File: src/rtl/rcfp_pkg.sv
// ----------------------------------------------------------------------------
// rcfp_pkg: RGB command frame parser shared definitions
// Frame byte codes, phase and event encodings, and the result item layout.
// ----------------------------------------------------------------------------
`default_nettype none

package rcfp_pkg;

  localparam logic [7:0] HdrColor      = 8'hA0;
  localparam logic [7:0] HdrTimeout    = 8'hA1;
  localparam logic [7:0] FrameTail     = 8'hC0;
  localparam logic [7:0] HandshakeByte = 8'h76;  // 'v'

  localparam logic [4:0] DefaultTimeoutReset = 5'd5;
  localparam logic [4:0] MaxTimeoutReset     = 5'd20;

  // configuration register indexes
  localparam logic CfgDefaultTimeout = 1'b0;
  localparam logic CfgMaxTimeout     = 1'b1;

  typedef enum logic [7:0] {
    PH_IDLE  = 8'b0000_0001,
    PH_HEAD  = 8'b0000_0010,
    PH_RED   = 8'b0000_0100,
    PH_GREEN = 8'b0000_1000,
    PH_BLUE  = 8'b0001_0000,
    PH_CTAIL = 8'b0010_0000,
    PH_TVAL  = 8'b0100_0000,
    PH_TTAIL = 8'b1000_0000
  } phase_e;

  typedef enum logic [2:0] {
    EV_COLOR     = 3'd0,
    EV_HANDSHAKE = 3'd1,
    EV_RESET     = 3'd2,
    EV_RANGE     = 3'd3,
    EV_CONFIRM   = 3'd4
  } event_e;

  // packed MSB first: event_code lands in the lowest bits
  typedef struct packed {
    logic [4:0] timeout_now;
    logic [7:0] blue_level;
    logic [7:0] green_level;
    logic [7:0] red_level;
    event_e     event_code;
  } result_t;

endpackage

`default_nettype wire

File: src/rtl/rgb_command_frame_parser_top.sv
// ----------------------------------------------------------------------------
// rgb_command_frame_parser_top: serial RGB command frame parser
// Output: a result item goes into the output buffer's head register, or first its skid slot, before m_axis.
// Throughput: one item per cycle while s_axis_tready_o is high; the parser state updates in one pass.
// s_axis_tready_o falls only when both output slots hold unread results.
// Reset: asynchronous, active low; idle phase, timeout 5, registers at 5/20.
// ----------------------------------------------------------------------------
`default_nettype none

module rgb_command_frame_parser_top (
  input  wire         clk_i,
  input  wire         rst_ni,
  // input items
  input  wire         s_axis_tvalid_i,
  output logic        s_axis_tready_o,
  input  wire  [7:0]  s_axis_tdata_i,   // [7:0] rx_byte
  input  wire         s_axis_tuser_i,   // [0] command: 0 byte, 1 tick
  // result items
  output logic        m_axis_tvalid_o,
  input  wire         m_axis_tready_i,
  output logic [31:0] m_axis_tdata_o,   // [2:0] event_code, [10:3] red_level,
                                        // [18:11] green_level,
                                        // [26:19] blue_level, [31:27] timeout_now
  // configuration writes
  input  wire         cfg_valid_i,
  output logic        cfg_ready_o,
  input  wire         cfg_index_i,      // 0 default_timeout, 1 max_timeout
  input  wire  [4:0]  cfg_data_i
);
  import rcfp_pkg::*;

  logic [4:0] default_timeout_q;
  logic [4:0] max_timeout_q;
  logic       s_accept;
  logic       res_valid;
  result_t    res;
  result_t    out_data;

  // config writes are always taken
  assign cfg_ready_o = 1'b1;

  always_ff @(posedge clk_i or negedge rst_ni) begin
    if (!rst_ni) begin
      default_timeout_q <= DefaultTimeoutReset;
      max_timeout_q     <= MaxTimeoutReset;
    end else if (cfg_valid_i) begin
      case (cfg_index_i)
        CfgDefaultTimeout: default_timeout_q <= cfg_data_i;
        CfgMaxTimeout:     max_timeout_q     <= cfg_data_i;
        default:           ;
      endcase
    end
  end

  assign s_accept = s_axis_tvalid_i & s_axis_tready_o;

  // parser: state plus the result of the accepted item
  rcfp_core u_core (
    .clk_i             (clk_i),
    .rst_ni            (rst_ni),
    .accept_i          (s_accept),
    .command_i         (s_axis_tuser_i),
    .rx_byte_i         (s_axis_tdata_i),
    .default_timeout_i (default_timeout_q),
    .max_timeout_i     (max_timeout_q),
    .res_valid_o       (res_valid),
    .res_o             (res)
  );

  // result register with skid slot parts the two sides
  rcfp_out_buf u_out_buf (
    .clk_i       (clk_i),
    .rst_ni      (rst_ni),
    .push_i      (res_valid),
    .push_data_i (res),
    .ready_o     (s_axis_tready_o),
    .valid_o     (m_axis_tvalid_o),
    .pop_ready_i (m_axis_tready_i),
    .data_o      (out_data)
  );

  assign m_axis_tdata_o = out_data;

  // only a color set event carries color levels
  a_rgb_only_color: assert property (@(posedge clk_i) disable iff (!rst_ni)
    (m_axis_tvalid_o && out_data.event_code != EV_COLOR) |->
      (out_data.red_level == 8'd0 && out_data.green_level == 8'd0 &&
       out_data.blue_level == 8'd0))
    else $error("non-color event carries color levels");

  // input backpressure only follows a stalled result
  a_stall_cause: assert property (@(posedge clk_i) disable iff (!rst_ni)
    !s_axis_tready_o |-> $past(m_axis_tvalid_o && !m_axis_tready_i))
    else $error("input stalled without a stalled result");

  // a full buffer drains one slot on a pop and reopens the input
  a_reopen: assert property (@(posedge clk_i) disable iff (!rst_ni)
    (!s_axis_tready_o && m_axis_tready_i) |=> (s_axis_tready_o && m_axis_tvalid_o))
    else $error("buffer did not reopen after pop");

endmodule

`default_nettype wire

File: src/rtl/rcfp_core.sv
// ----------------------------------------------------------------------------
// rcfp_core: frame parser state and next-state logic
// Updates phase, tick count, color holds and timeout on each accepted item
// and forms the result item, if any, in the same cycle.
// ----------------------------------------------------------------------------
`default_nettype none

module rcfp_core (
  input  wire                   clk_i,
  input  wire                   rst_ni,
  input  wire                   accept_i,
  input  wire                   command_i,
  input  wire  [7:0]            rx_byte_i,
  input  wire  [4:0]            default_timeout_i,
  input  wire  [4:0]            max_timeout_i,
  output logic                  res_valid_o,
  output rcfp_pkg::result_t     res_o
);
  import rcfp_pkg::*;

  phase_e     phase_q, phase_d;
  logic [4:0] tick_q, tick_d;
  logic [7:0] red_q, red_d, green_q, green_d, blue_q, blue_d;
  logic [4:0] limit_q, limit_d;

  always_comb begin
    logic [5:0] next_tick;
    logic       emit;
    logic       with_color;
    event_e     ev;

    phase_d    = phase_q;
    tick_d     = tick_q;
    red_d      = red_q;
    green_d    = green_q;
    blue_d     = blue_q;
    limit_d    = limit_q;
    emit       = 1'b0;
    with_color = 1'b0;
    ev         = EV_RESET;
    next_tick  = {1'b0, tick_q} + 6'd1;

    if (command_i) begin
      // timer tick
      if (phase_q != PH_IDLE) begin
        if (next_tick >= {1'b0, limit_q}) begin
          if (phase_q == PH_TTAIL) limit_d = default_timeout_i;
          phase_d = PH_IDLE;
          tick_d  = 5'd0;
          emit    = 1'b1;
          ev      = EV_RESET;
        end else begin
          tick_d = next_tick[5] ? 5'd31 : next_tick[4:0];
        end
      end
    end else begin
      unique case (phase_q) inside
        PH_IDLE, PH_HEAD: begin
          if (phase_q == PH_IDLE) tick_d = 5'd0;
          if (rx_byte_i == HdrColor) begin
            phase_d = PH_RED;
            tick_d  = 5'd0;
          end else if (rx_byte_i == HandshakeByte) begin
            phase_d = PH_IDLE;
            tick_d  = 5'd0;
            emit    = 1'b1;
            ev      = EV_HANDSHAKE;
          end else if (rx_byte_i == HdrTimeout) begin
            phase_d = PH_TVAL;
            tick_d  = 5'd0;
          end else begin
            // unknown header: wait, count keeps running
            phase_d = PH_HEAD;
          end
        end
        PH_RED: begin
          red_d   = rx_byte_i;
          tick_d  = 5'd0;
          phase_d = PH_GREEN;
        end
        PH_GREEN: begin
          green_d = rx_byte_i;
          tick_d  = 5'd0;
          phase_d = PH_BLUE;
        end
        PH_BLUE: begin
          blue_d  = rx_byte_i;
          tick_d  = 5'd0;
          phase_d = PH_CTAIL;
        end
        PH_CTAIL: begin
          if (rx_byte_i == FrameTail) begin
            tick_d     = 5'd0;
            phase_d    = PH_IDLE;
            emit       = 1'b1;
            with_color = 1'b1;
            ev         = EV_COLOR;
          end
        end
        PH_TVAL: begin
          tick_d = 5'd0;
          if (rx_byte_i != 8'd0 && rx_byte_i <= {3'd0, max_timeout_i}) begin
            limit_d = rx_byte_i[4:0];
            phase_d = PH_TTAIL;
          end else begin
            phase_d = PH_IDLE;
            emit    = 1'b1;
            ev      = EV_RANGE;
          end
        end
        PH_TTAIL: begin
          if (rx_byte_i == FrameTail) begin
            tick_d  = 5'd0;
            phase_d = PH_IDLE;
            emit    = 1'b1;
            ev      = EV_CONFIRM;
          end
        end
        default: phase_d = PH_IDLE;
      endcase
    end

    res_valid_o       = accept_i & emit;
    res_o.event_code  = ev;
    res_o.red_level   = with_color ? red_q   : 8'd0;
    res_o.green_level = with_color ? green_q : 8'd0;
    res_o.blue_level  = with_color ? blue_q  : 8'd0;
    res_o.timeout_now = limit_d;
  end

  always_ff @(posedge clk_i or negedge rst_ni) begin
    if (!rst_ni) begin
      phase_q <= PH_IDLE;
      tick_q  <= 5'd0;
      red_q   <= 8'd0;
      green_q <= 8'd0;
      blue_q  <= 8'd0;
      limit_q <= DefaultTimeoutReset;
    end else if (accept_i) begin
      phase_q <= phase_d;
      tick_q  <= tick_d;
      red_q   <= red_d;
      green_q <= green_d;
      blue_q  <= blue_d;
      limit_q <= limit_d;
    end
  end

endmodule

`default_nettype wire

File: src/rtl/rcfp_out_buf.sv
// ----------------------------------------------------------------------------
// rcfp_out_buf: two-entry output register with skid slot
// Holds result items until the downstream side takes them; ready is
// registered and drops only when both slots are full.
// ----------------------------------------------------------------------------
`default_nettype none

module rcfp_out_buf (
  input  wire                   clk_i,
  input  wire                   rst_ni,
  input  wire                   push_i,
  input  rcfp_pkg::result_t     push_data_i,
  output logic                  ready_o,
  output logic                  valid_o,
  input  wire                   pop_ready_i,
  output rcfp_pkg::result_t     data_o
);
  import rcfp_pkg::*;

  result_t    head_q, skid_q;
  logic [1:0] count_q;
  logic       pop;

  assign pop     = valid_o & pop_ready_i;
  assign valid_o = count_q != 2'd0;
  assign ready_o = count_q != 2'd2;
  assign data_o  = head_q;

  always_ff @(posedge clk_i or negedge rst_ni) begin
    if (!rst_ni) begin
      count_q <= 2'd0;
    end else begin
      case ({push_i, pop})
        2'b10:   count_q <= count_q + 2'd1;
        2'b01:   count_q <= count_q - 2'd1;
        default: count_q <= count_q;
      endcase
    end
  end

  always_ff @(posedge clk_i) begin
    if (count_q == 2'd2) begin
      if (pop) head_q <= skid_q;
    end else if (push_i) begin
      if (count_q == 2'd0 || pop) head_q <= push_data_i;
      else                        skid_q <= push_data_i;
    end
  end

endmodule

`default_nettype wire
File: config.mk
export PLATFORM = sky130hd
export DESIGN_NAME = rgb_command_frame_parser_top
export DESIGN_NICKNAME = d
export VERILOG_FILES = /design/src/rtl/rcfp_pkg.sv /design/src/rtl/rgb_command_frame_parser_top.sv /design/src/rtl/rcfp_core.sv /design/src/rtl/rcfp_out_buf.sv
export SDC_FILE = /design/constraint.sdc
export NUM_CORES = 1
export LEC_CHECK = 0
export ABC_AREA = 0
export ABC_CLOCK_PERIOD_IN_PS = 6400
export BUFFER_PORTS_ARGS = -buffer_cell sky130_fd_sc_hd__buf_2
export CORE_UTILIZATION = 48
export DETAILED_ROUTE_END_ITERATION = 8
export PLACE_DENSITY = 0.77
export SYNTH_ARGS = -nofsm -noshare
export SYNTH_HDL_FRONTEND = slang
export SYNTH_HIERARCHICAL = 1
export SYNTH_SLANG_ARGS = --single-unit
File: constraint.sdc
create_clock -name clk_i -period 6.4 [get_ports clk_i]
set_input_delay 0.32 -clock clk_i [delete_from_list [all_inputs] [get_ports clk_i]]
set_output_delay 0.32 -clock clk_i [all_outputs]
set_load 0.005 [all_outputs]
### Yosys cells after proc, flatten, opt, wreduce, memory -nomap -nowiden

Cells that the tools add are included.

| storage, ports and cells | value |
|---|---|
| bits in registers | 118 |
| logic and storage cells | 124 |

| operators by class | value |
|---|---|
| add/sub/neg operators | 3 |
| magnitude comparators | 2 |
| equal/unequal tests | 22 |
| muxes and demuxes | 50 |
| bitwise gates (word level) | 7 |
| reductions and logical operators | 21 |

Operator list:

| cell | number |
|---|---|
| 2-to-1 mux 32 bit | 4 |
| 2-to-1 mux 8 bit | 10 |
| 2-to-1 mux 5 bit | 15 |
| one-hot mux 8 bit (6 select lines) | 1 |
| == test 8 bit, second input constant | 4 |
| == test 8 x 7 -> 1 bit, second input constant | 2 |
| one-hot mux 5 bit (3 select lines) | 1 |
| AND reduction 3 bit | 5 |
| one-hot mux 3 bit (4 select lines) | 1 |
| 2-to-1 mux 1 bit | 10 |
| 2-to-1 mux 3 bit | 3 |
| == test 8 x 1 -> 1 bit, second input constant | 1 |
| == test 8 x 2 -> 1 bit, second input constant | 1 |
| == test 8 x 3 -> 1 bit, second input constant | 1 |
| == test 8 x 4 -> 1 bit, second input constant | 1 |
| == test 8 x 5 -> 1 bit, second input constant | 1 |
| == test 8 x 6 -> 1 bit, second input constant | 1 |
| less-or-equal comparator 8 x 5 -> 1 bit | 1 |
| inequality test 8 x 1 -> 1 bit, second input constant | 1 |
| nonzero test 2 bit | 4 |
| nonzero test 8 bit | 1 |
| 2-to-1 mux 7 bit | 1 |
| adder 5 x 1 -> 6 bit, second input constant | 1 |
| greater-or-equal comparator 6 x 5 -> 1 bit | 1 |
| 22 further kinds | 33 |

### Longest topological paths before layout

Gate-level depths: netlist (run 1).

| logic depth | value |
|---|---|
| word-level depth | 8 |
| depth in mapped cells | 15 |

### Hierarchy

The synthesis (run 1) kept the hierarchy.

By module, submodules not included:

| module | times used | cells each | area each (µm²) | sequential area each (µm²) |
|---|---|---|---|---|
| rcfp_core | 1 | 279 | 2741.4 | 1054.8 |
| rcfp_out_buf | 1 | 116 | 2610.0 | 1971.9 |
| rgb_command_frame_parser_top | 1 | 25 | 447.9 | 255.2 |

### Worst setup path before layout (run 1)

OpenSTA, ideal clock, no wires.

| timing | value |
|---|---|
| path type | reg2reg |
| start point | register u_core.tick_q[0] |
| end point | register u_out_buf/skid_q[0] in the netlist's numbering, enable pin |
| library setup time | 468 ps |
| arrival time | 4321 ps |
| data required time | 5932 ps |
| slack | 1611 ps |
| cell stages (with the launch flop) | 12 |
| buffers on the path | 0 |
| clock period less this slack | 4789 ps |
| cell sequence | dfrtp_1 > ha_1 > nand3_1 > xnor2_1 > ha_1 > nand3_1 > o211ai_1 > nor2_1 > nor2_1 > o31a_1 > inv_1 > nor3b_1 |

| between the ends | value |
|---|---|
| word-level cells in the longest chain between the ends | 7 |

RTL lines:

| item | line | RTL |
|---|---|---|
| from (decl) | rcfp_core.sv:22 | `logic [4:0] tick_q, tick_d;` |
| from (signal assigned) | rcfp_core.sv:141 | `tick_q <= tick_d;` |
| adder 5 x 1 -> 6 bit | rcfp_core.sv:41 | `next_tick = {1'b0, tick_q} + 6'd1;` |
| greater-or-equal comparator 6 x 5 -> 1 bit | rcfp_core.sv:46 | `if (next_tick >= {1'b0, limit_q}) begin` |
| 2-to-1 mux 1 bit | rcfp_core.sv:46 |  |
| 2-to-1 mux 1 bit | rcfp_core.sv:45 | `if (phase_q != PH_IDLE) begin` |
| 2-to-1 mux 1 bit | rcfp_core.sv:43 | `if (command_i) begin` |
| bitwise AND 1 bit | rcfp_core.sv:123 | `res_valid_o = accept_i & emit;` |
| named net res_valid | rgb_command_frame_parser_top.sv:35 | `logic res_valid;` |
| AND reduction 3 bit (no source line) | n/a |  |
| to (signal assigned) | rcfp_out_buf.sv:46 | `else skid_q <= push_data_i;` |
| to (decl) | rcfp_out_buf.sv:20 | `result_t head_q, skid_q;` |

The timed path passes the listed nets, and every way through them passes these cells.
A chain may end at the register's enable or synchronous reset.

### Worst setup path in the final report (run 1)

| timing | value |
|---|---|
| start point | register u_core.tick_q[0] |
| end point | register u_out_buf/skid_q[1] in the netlist's numbering, enable pin |

Same word-level chain as after synthesis.

==> results of run 1 <==
-- cells in the final DEF (no fill, tap or decap), types with 3 or more instances in the layout --
cell,Yosys,final
ha_1,12,12
buf_2,2,53
o31ai_1,3,3
nor3b_1,4,3
inv_1,14,14
o22ai_1,5,5
clkinvlp_4,0,4
o41ai_1,7,7
clkbuf_16,0,17
dfrtp_1,47,47
inv_6,0,4
edfxtp_1,64,64
or3_1,4,4
buf_4,1,5
nand2b_1,3,3
dfstp_2,7,7
nand3_1,6,6
mux2_4,39,39
nor2_1,12,12
a21oi_1,4,4
mux2_2,24,24
o21ai_0,15,14
xnor2_1,4,4
nor2b_1,4,4
nand2_1,27,27
xor2_1,3,3
a221oi_1,4,4
o211ai_1,5,5
nor3_1,5,5
mux2i_1,17,17
o311ai_0,4,4
and2_1,27,27
nand4_1,5,5
-- worst max-delay path, delay by kind of cell (launching register included) --
family                     cells  cell delay [ps]
and+or+nand+nor                5              630
AOI/OAI and AO/OA              2              540
adders and majority gates      2              510
buffers and inverters          2              500
DFF                            1              430
xor gates and xnor gates       1              160
-- metrics by stage --
stage | power (W) | cells | instance area [um2] | setup WS (ps)
after floorplan | 0.00152 | 420 | 5800 | 1610
after global placement | 0.00163 | 606 | 6160 | 3420
after detailed placement | 0.00165 | 606 | 6160 | 3280
after CTS | 0.00256 | 638 | 6740 | 3240
after global routing | 0.00266 | 638 | 6740 | 3000
final | 0.00254 | 638 | 6740 | 3240
-- logic make-up after synthesis --
logic type / count (synthesis)
adder cells (fa/ha/maj): 12
multiplexers: 80
flip-flops: 118
buffers and inverters: 29
other: 1
AND/OR/NAND/NOR: 113
XOR/XNOR: 7
AO/OA/AOI/OAI: 60
-- layout make-up --
cell class	instances	area (um2)	share of cell area (%)
Clock buffer	20	457	6.78
Clock inverter	12	118	1.75
Inverter	14	52.6	0.780
Multi-Input combinational cell	273	2340	34.8
Sequential cell	118	3280	48.7
Tap cell	143	179	2.66
Timing Repair Buffer	58	303	4.50
-- layer usage --
layer	vias up	track usage (%)	share of wire, %
met4	0	8.11	1.6
li1	1715	-	-
met1	1749	24.1	44
met2	157	31.2	49
met5	-	0	0
met3	18	5.12	6.1
-- path summary, 6_finish.rpt --
kind	cells after the start	to	slack [ps]
max	12	u_out_buf/skid_q[1]	3240
min	2	default_timeout_q[3]	40
max reg2reg	12	u_out_buf/skid_q[1]	3240
min reg2reg	1	u_core/green_q[5]	490
max in group asynchronous	2	u_core/green_q[1]	5900
min in group clk_i	2	default_timeout_q[4]	160
-- cells in the mapped netlist (all sizes together) (5+ instances only) --
cell	number
or3	5
ha	12
inv	14
nor2b	5
clkbuf	5
and2	27
nor3	6
buf	10
o21ai	16
mux2i	17
o41ai	7
dfstp	7
edfxtp	64
o211ai	6
nand2	28
o22ai	5
mux2	63
nand3	6
nand4	5
nor2	12
dfrtp	47
-- sequential cells by signal, summed over array words and instances, names as in the netlist --
| signal | count |
|---|---|
| u_out_buf/data_o | 32 |
| u_out_buf/skid_q | 32 |
| u_core/blue_q | 8 |
| u_core/green_q | 8 |
| u_core/phase_q | 8 |
| u_core/red_q | 8 |
| default_timeout_q | 5 |
| max_timeout_q | 5 |
| u_core/limit_q | 5 |
| u_core/tick_q | 5 |
| u_out_buf/count_q | 2 |
-- report_power, final --
group          total, W  leakage [nW]  switching (W)  internal [W]
Sequential      0.00102          1.29      0.0000641      0.000957
Combinational  0.000615          1.31       0.000315      0.000300
Clock          0.000901         0.270       0.000342      0.000559
Total           0.00254          2.87       0.000721       0.00182
==> impl_metrics.json, run 1 <==
{
  "status": "finished, violations left",
  "violations": "design-rule violations",
  "drt-initial-drc-count": 329,
  "synthCells": 420,
  "setup_viol": 0,
  "synth_edf_count": 64,
  "synth-seq-cells": 118,
  "min_period_over_period_pct": 49.4,
  "clk_root_buffer_cell": "clkbuf_16",
  "finalMaxSlewViolations": 0,
  "max_slew_margin_pct": 49.7,
  "drt.antenna.violating_nets": 0,
  "cts_sinks": 118,
  "die_w_um": 112,
  "setup_tns_ps": 0,
  "drv_cap": 0,
  "area_growth_pct": 16.1,
  "slowest_stage": "dfrtp_1",
  "ys.flop_type": "edfxtp_1",
  "start_util_pct": 49.9,
  "antennaDiodeCount": 0,
  "cp-startpoint": "u_core/tick_q[0]",
  "core-area_um2": 11600,
  "cp_max_fo": 32,
  "gp_congestion": 0.868,
  "grt_pass1_vias": 3554,
  "cp.arrival_ps": 3200,
  "synth_mux_area_share_pct": 17.7,
  "post_cts_resized": 0,
  "io_buffers": 53,
  "boundaryPins": 55,
  "syn_area_um2": 5800,
  "hold_ws_ps": 41.1,
  "yosysWarnings": 6,
  "synthDistinctLibCells": 60,
  "fillerInstances": 954,
  "cts_tree": "yes",
  "wl_per_cell_um": 17.6,
  "synth_compound_area_share_pct": 7.59,
  "drive_above_1_share_pct": 34.9,
  "period_needed_ps": 3160,
  "final_core_util_pct": 58.0,
  "start_kind": "flop",
  "cellPowerDensity_nw_per_um2": 377,
  "fp.dieH_um": 112,
  "reg2reg_from": "u_core/tick_q[0]",
  "skew_ps": 9.25,
  "synth.area.top_cells": "edfxtp_1 33%, dfrtp_1 20%, mux2_4 10%, mux2_2 4.7%, dfstp_2 3.2%",
  "power_leakage_nw": 2.87,
  "worstMarginPinSlew_ps": 744,
  "post_cts_buffers": 0,
  "groute.usage.overall_pct": 19.1,
  "rsz0062_at_grt": "no",
  "grt_first_pass_wirelength_mm": 18.2,
  "yosysSeqAreaShare_pct": 56.6,
  "grt_antenna_before_repair": 0,
  "routed_via_density": 5.70,
  "required_ps": 6440,
  "async_reset_ff_share_pct": 45.8,
  "drtPass1Iterations": 7,
  "rows": 39,
  "totalWireLength_mm": 11.2,
  "nets": 514,
  "yosysTopAreaCell": "edfxtp_1",
  "htree_num_levels": 4,
  "max_stage_delay_ps": 430,
  "cp-end-kind": "flop",
  "synthXorXnorAreaFrac_pct": 1.06,
  "critical_path_class": "flop to flop",
  "cts_buffer_depth": 2,
  "yosysTopAreaCellShare_pct": 33.1,
  "ir_drop_v": 0.000200,
  "synth_nets": 452,
  "synth_top_family_by_area": "multiplexers",
  "clk_pin_slew_ps": 60,
  "hold_buffers": 0,
  "die-area_um2": 12500,
  "path_cells": "ha_1 > nand3_1 > xnor2_1 > ha_1 > nand3_1 > o211ai_1 > nor2_1 > nor2_1 > o31a_1 > inv_1 > nor3b_2 > buf_4",
  "dp_hpwl_mm": 7.74,
  "numCtsBuffers": 17,
  "syn_avg_cell_area_um2": 13.8,
  "hold_viol": 0,
  "clkLatencyLatePin_ps": 400,
  "synthAdderAreaFrac_pct": 2.59,
  "grt_max_degree": 55,
  "yosys.area_share.simple_pct": 11.2,
  "max_freq_mhz": 316,
  "drc": 9,
  "gr-total-overflow": 0,
  "hp-class": "input port to asynchronous set/reset pin",
  "route.vias.total": 3639
}
No activity file was read; power rests on OpenSTA's default activity.
==> inputs of run 2 (changes only) <==
--- a/config.mk
+++ b/config.mk
@@ -6,11 +6,11 @@
 export NUM_CORES = 1
 export LEC_CHECK = 0
 export ABC_AREA = 0
-export ABC_CLOCK_PERIOD_IN_PS = 6400
+export ABC_CLOCK_PERIOD_IN_PS = 2850
 export BUFFER_PORTS_ARGS = -buffer_cell sky130_fd_sc_hd__buf_2
 export CORE_UTILIZATION = 48
 export DETAILED_ROUTE_END_ITERATION = 8
-export PLACE_DENSITY = 0.77
+export PLACE_DENSITY = 0.79
 export SYNTH_ARGS = -nofsm -noshare
 export SYNTH_HDL_FRONTEND = slang
 export SYNTH_HIERARCHICAL = 1
==> constraint.sdc (replaced) <==
create_clock -name clk_i -period 2.85 [get_ports clk_i]
set_input_delay 0.1425 -clock clk_i [delete_from_list [all_inputs] [get_ports clk_i]]
set_output_delay 0.1425 -clock clk_i [all_outputs]
set_load 0.005 [all_outputs]
==> run 2 against run 1 <==
  * The run still ends with design-rule violations left
  * Utilization rose by 3.1 points
  * Total power rose by 130%
  * Combinational power rose to 2.7 times the previous value
  * First-iteration DRC count fell by 17%
  * Register-to-register slack got worse by 3200 ps
  * Clock-buffer cell count fell by 3
  * Via count rose by 4.0%
  * Design area rose by 5.4%
  * Maximum frequency rose by 14%
  * Critical path depth rose by 1
  * Sequential cell count did not move
==> impl_metrics.json, run 2 (same netlist as run 1, synthesis figures left out) <==
{
  "status": "finished, violations left",
  "violations": "design-rule violations",
  "crit_family": "compound AO/OA/AOI/OAI gates",
  "groute.usage.overall_pct": 20.6,
  "clkLatencyLatePin_ps": 400,
  "grt_pass1_vias": 3880,
  "power_leakage_nw": 3.02,
  "reg2reg_from": "u_core/tick_q[1]",
  "hold_viol": 0,
  "finalWorstSetupSlack_ps": 78.1,
  "drt-initial-drc-count": 274,
  "boundaryPins": 55,
  "grt_max_degree": 33,
  "ir_drop_v": 0.000348,
  "start_kind": "flop",
  "cp-end-kind": "flop",
  "area_growth_pct": 22.4,
  "cts_sinks": 118,
  "route.vias.total": 3784,
  "wl_per_cell_um": 18.8,
  "cellPowerDensity_nw_per_um2": 837,
  "dp_cells": 620,
  "start_util_pct": 49.9,
  "holdCritStartpoint": "s_axis_tdata_i[0]",
  "routed_via_density": 5.71,
  "htree_num_levels": 4,
  "rows": 39,
  "dp_hpwl_mm": 7.98,
  "worstMarginPinSlew_ps": 649,
  "skew_ps": 10.8,
  "drc": 6,
  "instances_no_fill": 663,
  "gp_congestion": 0.919,
  "drive_above_1_share_pct": 39.2,
  "drt.antenna.violating_nets": 0,
  "drtPass1Iterations": 7,
  "grt_first_pass_wirelength_mm": 19.5,
  "hold_ws_ps": 89.5,
  "holdPathStages": 3,
  "hold_end": "u_core/phase_q[6]",
  "clk_root_buffer_cell": "clkbuf_16",
  "nets": 539,
  "period_needed_ps": 2770,
  "ff2ff_path_depth": 13,
  "fillerInstances": 864,
  "critical_path_class": "flop to flop",
  "crit_buf_inv": 2,
  "max_slew_margin_pct": 56.7,
  "min_period_over_period_pct": 97.3,
  "gr-total-overflow": 0,
  "required_ps": 2970,
  "max_freq_mhz": 361,
  "power_w": 0.00594,
  "slowest_stage": "dfrtp_2",
  "core-area_um2": 11600,
  "max_stage_delay_ps": 420,
  "r2r_setup_slack_ps": 80,
  "cp_max_fo": 8,
  "final_core_util_pct": 61.1,
  "die_w_um": 112,
  "pre_cts_ws_ps": 26.4,
  "cts_tree": "yes",
  "final_cell_mix": "64 x edfxtp_1, 53 x buf_2, 45 x dfrtp_1",
  "cp.arrival_ps": 2890,
  "clk_pin_slew_ps": 60,
  "grt_antenna_before_repair": 0,
  "cts_buffer_depth": 2,
  "io_buffers": 53,
  "antennaDiodeCount": 0,
  "drv_cap": 0,
  "numCtsBuffers": 17,
  "totalWireLength_mm": 12.4,
  "layout_commonest_cell": "edfxtp_1",
  "r2r_end": "u_out_buf/data_o[20]",
  "hp-class": "input port to flop",
  "setup_viol": 0,
  "finalMaxSlewViolations": 0,
  "fp.dieH_um": 112,
  "die-area_um2": 12500,
  "path_cells": "ha_4 > nand3_4 > xnor2_4 > ha_4 > nand3_1 > o211ai_1 > nor2_1 > nor2_1 > o31a_1 > mux2i_2 > o21ai_4 > buf_12 > clkbuf_16"
}
[run 2: routing by layer]
metal | global-route usage [%] | up-vias | wire length (um)
li1 | - | 1758 | -
met1 | 25.3 | 1867 | 5240
met2 | 34.9 | 145 | 6330
met3 | 4.52 | 14 | 702
met4 | 8.83 | 0 | 180
met5 | 0 | - | 0
[run 2: how the worst max path moves through the flow]
stage / slack [ps] / cells past startpoint / to / start
after global placement: 100 / 10 / u_out_buf/data_o[28] / u_core/tick_q[0]
final: 80 / 13 / u_out_buf/data_o[20] / u_core/tick_q[1]
after CTS: 40 / 13 / u_out_buf/data_o[0] / u_core/tick_q[0]
after global routing: -30 / 14 / u_out_buf/data_o[29] / u_core/tick_q[0]
after floorplan: -390 / 11 / u_out_buf/skid_q[0] / u_core/tick_q[0]
after detailed placement: 30 / 11 / u_out_buf/data_o[30] / u_core/tick_q[0]
[run 2: timing repair]
| item | in CTS | in global routing |
|---|---|---|
| pin swaps | 0 | 11 |
| cloned | 0 | 3 |
| setup endpoints to repair | 4 | 70 |
| gates resized for setup | 1 | 14 |
| hold buffers | 6 | 0 |
| endpoints found under the hold margin | 31 | 0 |
| buffers inserted | 0 | 2 |
[run 2: area by class of cell]
class,instances,area [um2],share of cell area [%]
Sequential cell,118,3280,46.3
Multi-Input combinational cell,273,2450,34.5
Timing Repair Buffer,83,582,8.20
Clock buffer,17,425,5.99
Tap cell,143,179,2.52
Clock inverter,15,128,1.80
Inverter,14,52.6,0.740
[run 2: worst reg2reg max path, cell delays in order (launching register included)]
cell	delay (ps)
dfrtp_2	420
ha_4	170
nand3_4	100
xnor2_4	180
ha_4	290
nand3_1	80
o211ai_1	230
nor2_1	90
nor2_1	110
o31a_1	240
mux2i_2	120
o21ai_4	150
buf_12	150
clkbuf_16	160
[run 2: where the power goes]
group | internal, W | switching, W | total [W]
sequential | 0.00215 | 0.000153 | 0.00230
combinational | 0.000852 | 0.000807 | 0.00166
clock | 0.00120 | 0.000780 | 0.00198
[run 2: per-stage QoR]
| stage | cell area (um2) | TNS (ps) |
|---|---|---|
| after floorplan | 5830 | -16780 |
| after global placement | 6310 | 0 |
| after detailed placement | 6310 | 0 |
| after CTS | 6930 | 0 |
| after global routing | 7100 | -777 |
| final | 7100 | 0 |
==> inputs of run 3 (changes only) <==
--- a/config.mk
+++ b/config.mk
@@ -7,10 +7,10 @@
 export LEC_CHECK = 0
 export ABC_AREA = 0
 export ABC_CLOCK_PERIOD_IN_PS = 2850
-export BUFFER_PORTS_ARGS = -buffer_cell sky130_fd_sc_hd__buf_2
 export CORE_UTILIZATION = 48
 export DETAILED_ROUTE_END_ITERATION = 8
-export PLACE_DENSITY = 0.79
+export DONT_BUFFER_PORTS = 1
+export PLACE_DENSITY = 0.75
 export SYNTH_ARGS = -nofsm -noshare
 export SYNTH_HDL_FRONTEND = slang
 export SYNTH_HIERARCHICAL = 1
==> run 3 against run 2 <==
  * The flow finishes with violations (design-rule violations, negative setup slack)
  * Register-to-register slack worse by 130 ps
  * Sequential cell count unchanged
  * First-iteration DRC count down 8.4%
  * Sequential power about the same
  * Clock-buffer cell count unchanged
  * Clock skew about the same
  * Design area up 2.9%
  * Global-route usage up 1.5 points
  * Maximum frequency down 4.4%
  * Clock power up 5%
  * Sequential share of layout area down 1.3 points
  * Die area unchanged
==> impl_metrics.json, run 3 (same netlist as run 1, synthesis figures left out) <==
{
  "grtUsageMet1_pct": 25.8,
  "ir_drop_v": 0.000395,
  "layout_commonest_cell": "edfxtp_1",
  "skew_ps": 11.2,
  "fp.dieH_um": 112,
  "finalMaxSlewViolations": 0,
  "hold_viol": 0,
  "cts_buffer_depth": 2,
  "cp_max_fo": 32,
  "clk_pin_slew_ps": 60,
  "routed_via_density": 5.80,
  "gp_congestion": 0.892,
  "grt_first_pass_wirelength_mm": 20.8,
  "grt_antenna_before_repair": 0,
  "setup_viol": 34,
  "antennaDiodeCount": 0,
  "io_buffers": 0,
  "pre_cts_ws_ps": -319,
  "violations": "design-rule violations, negative setup slack",
  "max_freq_mhz": 345,
  "start_kind": "flop",
  "grt.met2_usage_pct": 38.1,
  "instances_no_fill": 660,
  "final_core_util_pct": 62.9,
  "die-area_um2": 12500,
  "cts_tree": "yes",
  "gr-total-overflow": 0,
  "finalInstanceArea_um2": 7300,
  "dp_cells": 589,
  "worstMarginPinSlew_ps": 603,
  "totalWireLength_mm": 13.3,
  "area_growth_pct": 25.9,
  "finalWorstSetupSlack_ps": -50.6,
  "drc": 9,
  "start_util_pct": 49.9,
  "drt.antenna.violating_nets": 0,
  "power_leakage_nw": 3.08,
  "htree_num_levels": 4,
  "critical_path_class": "flop to flop",
  "drt-initial-drc-count": 251,
  "cp-end-kind": "flop",
  "grtUsageMet3_pct": 6.70,
  "cp.arrival_ps": 3000,
  "wl_per_cell_um": 20.1,
  "ff2ff_path_depth": 13,
  "required_ps": 2950,
  "grt_max_degree": 55,
  "rsz0062_at_grt": "yes",
  "status": "finished, violations left",
  "max_slew_margin_pct": 59.3,
  "core-area_um2": 11600,
  "placed_area_um2": 6200,
  "top_usage_layer": "met2",
  "final_cell_mix": "64 x edfxtp_1, 48 x buf_4, 47 x dfrtp_1",
  "cellPowerDensity_nw_per_um2": 847,
  "hp-class": "input port to flop",
  "drv_cap": 0,
  "grt_pass1_vias": 4057,
  "groute.usage.overall_pct": 22.0,
  "route.vias.total": 3829,
  "holdPathStages": 1,
  "dp_hpwl_mm": 8.10,
  "cts_sinks": 118,
  "clk_root_buffer_cell": "clkbuf_16",
  "rows": 39,
  "nets": 537,
  "die_w_um": 112,
  "drive_above_1_share_pct": 36.8,
  "clkLatencyLatePin_ps": 410,
  "period_needed_ps": 2900,
  "drtPass1Iterations": 7,
  "min_period_over_period_pct": 102,
  "numCtsBuffers": 17,
  "boundaryPins": 55
}
-- run 3: cell types whose count changed in the layout (fill, tap and decap cells not counted), moves of 3 or more --
cell | before | now
buf_2 | 53 | 0
buf_4 | 18 | 48
dlygate4sd3_1 | 6 | 22
o21ai_0 | 14 | 11
nand2_1 | 26 | 23
buf_6 | 1 | 5
-- run 3: cell type report --
type	count	area (um2)
multi-input combinational	275	2490
clock buffer	17	425
fill	853	4310
clock inverter	14	149
inverter	14	57.6
tap	143	179
timing repair buffer	79	724
sequential	118	3280
-- run 3: metal layers --
metal	up-vias	routed length, um
met5	-	0
met4	0	348
met3	42	837
met2	147	6860
met1	1885	5250
li1	1755	-
-- run 3: worst max-delay path, stage by stage (launching register included) --
cell and delay (ps):
dfrtp_1 380, ha_2 210, nand3_2 100, xnor2_2 160, ha_1 330, nand3_2 90, o211ai_1 210, nor2_1 90
nor2_1 130, o31a_1 230, buf_6 150, inv_6 40, nor3b_4 200, buf_12 230
-- run 3: through the flow --
| step | total power [W] | TNS, ps | hold slack [ps] |
|---|---|---|---|
| finish | 0.00619 | -1380 | 11.6 |
| global route | 0.00644 | -7830 | 5.03 |
| CTS | 0.00609 | -97.4 | -219 |
| detailed placement | 0.00373 | -10400 | -152 |
| global placement | 0.00367 | -5430 | -152 |
| floorplan | 0.00342 | -16780 | -153 |
-- run 3: power breakdown --
group | internal [W] | leakage, nW | switching (W)
clock | 0.00129 | 0.274 | 0.000779
combinational | 0.000961 | 1.52 | 0.000878
sequential | 0.00215 | 1.29 | 0.000135
total | 0.00440 | 3.08 | 0.00179
-- run 3: final timing paths --
check | start | to | slack, ps
worst max-delay path | u_core/tick_q[1] | u_out_buf/skid_q[25] | -50
worst min-delay path | s_axis_tuser_i | u_out_buf/skid_q[29] | 10
worst max register to register | u_core/tick_q[1] | u_out_buf/skid_q[25] | -50
worst min register to register | u_core/green_q[0] | u_core/green_q[0] | 470
max in group asynchronous | rst_ni | u_core/phase_q[0] | 2280
min in group asynchronous | rst_ni | u_core/tick_q[4] | 290
-- run 3: what timing repair did --
action | 4_1_cts | 5_1_grt
buffers inserted | 13 | 3
endpoints found under the setup margin | 38 | 75
pin swaps | 4 | 6
cloned | 2 | 0
endpoints found under the hold margin | 99 | 11
gates resized for setup | 13 | 18
hold buffers | 22 | 1
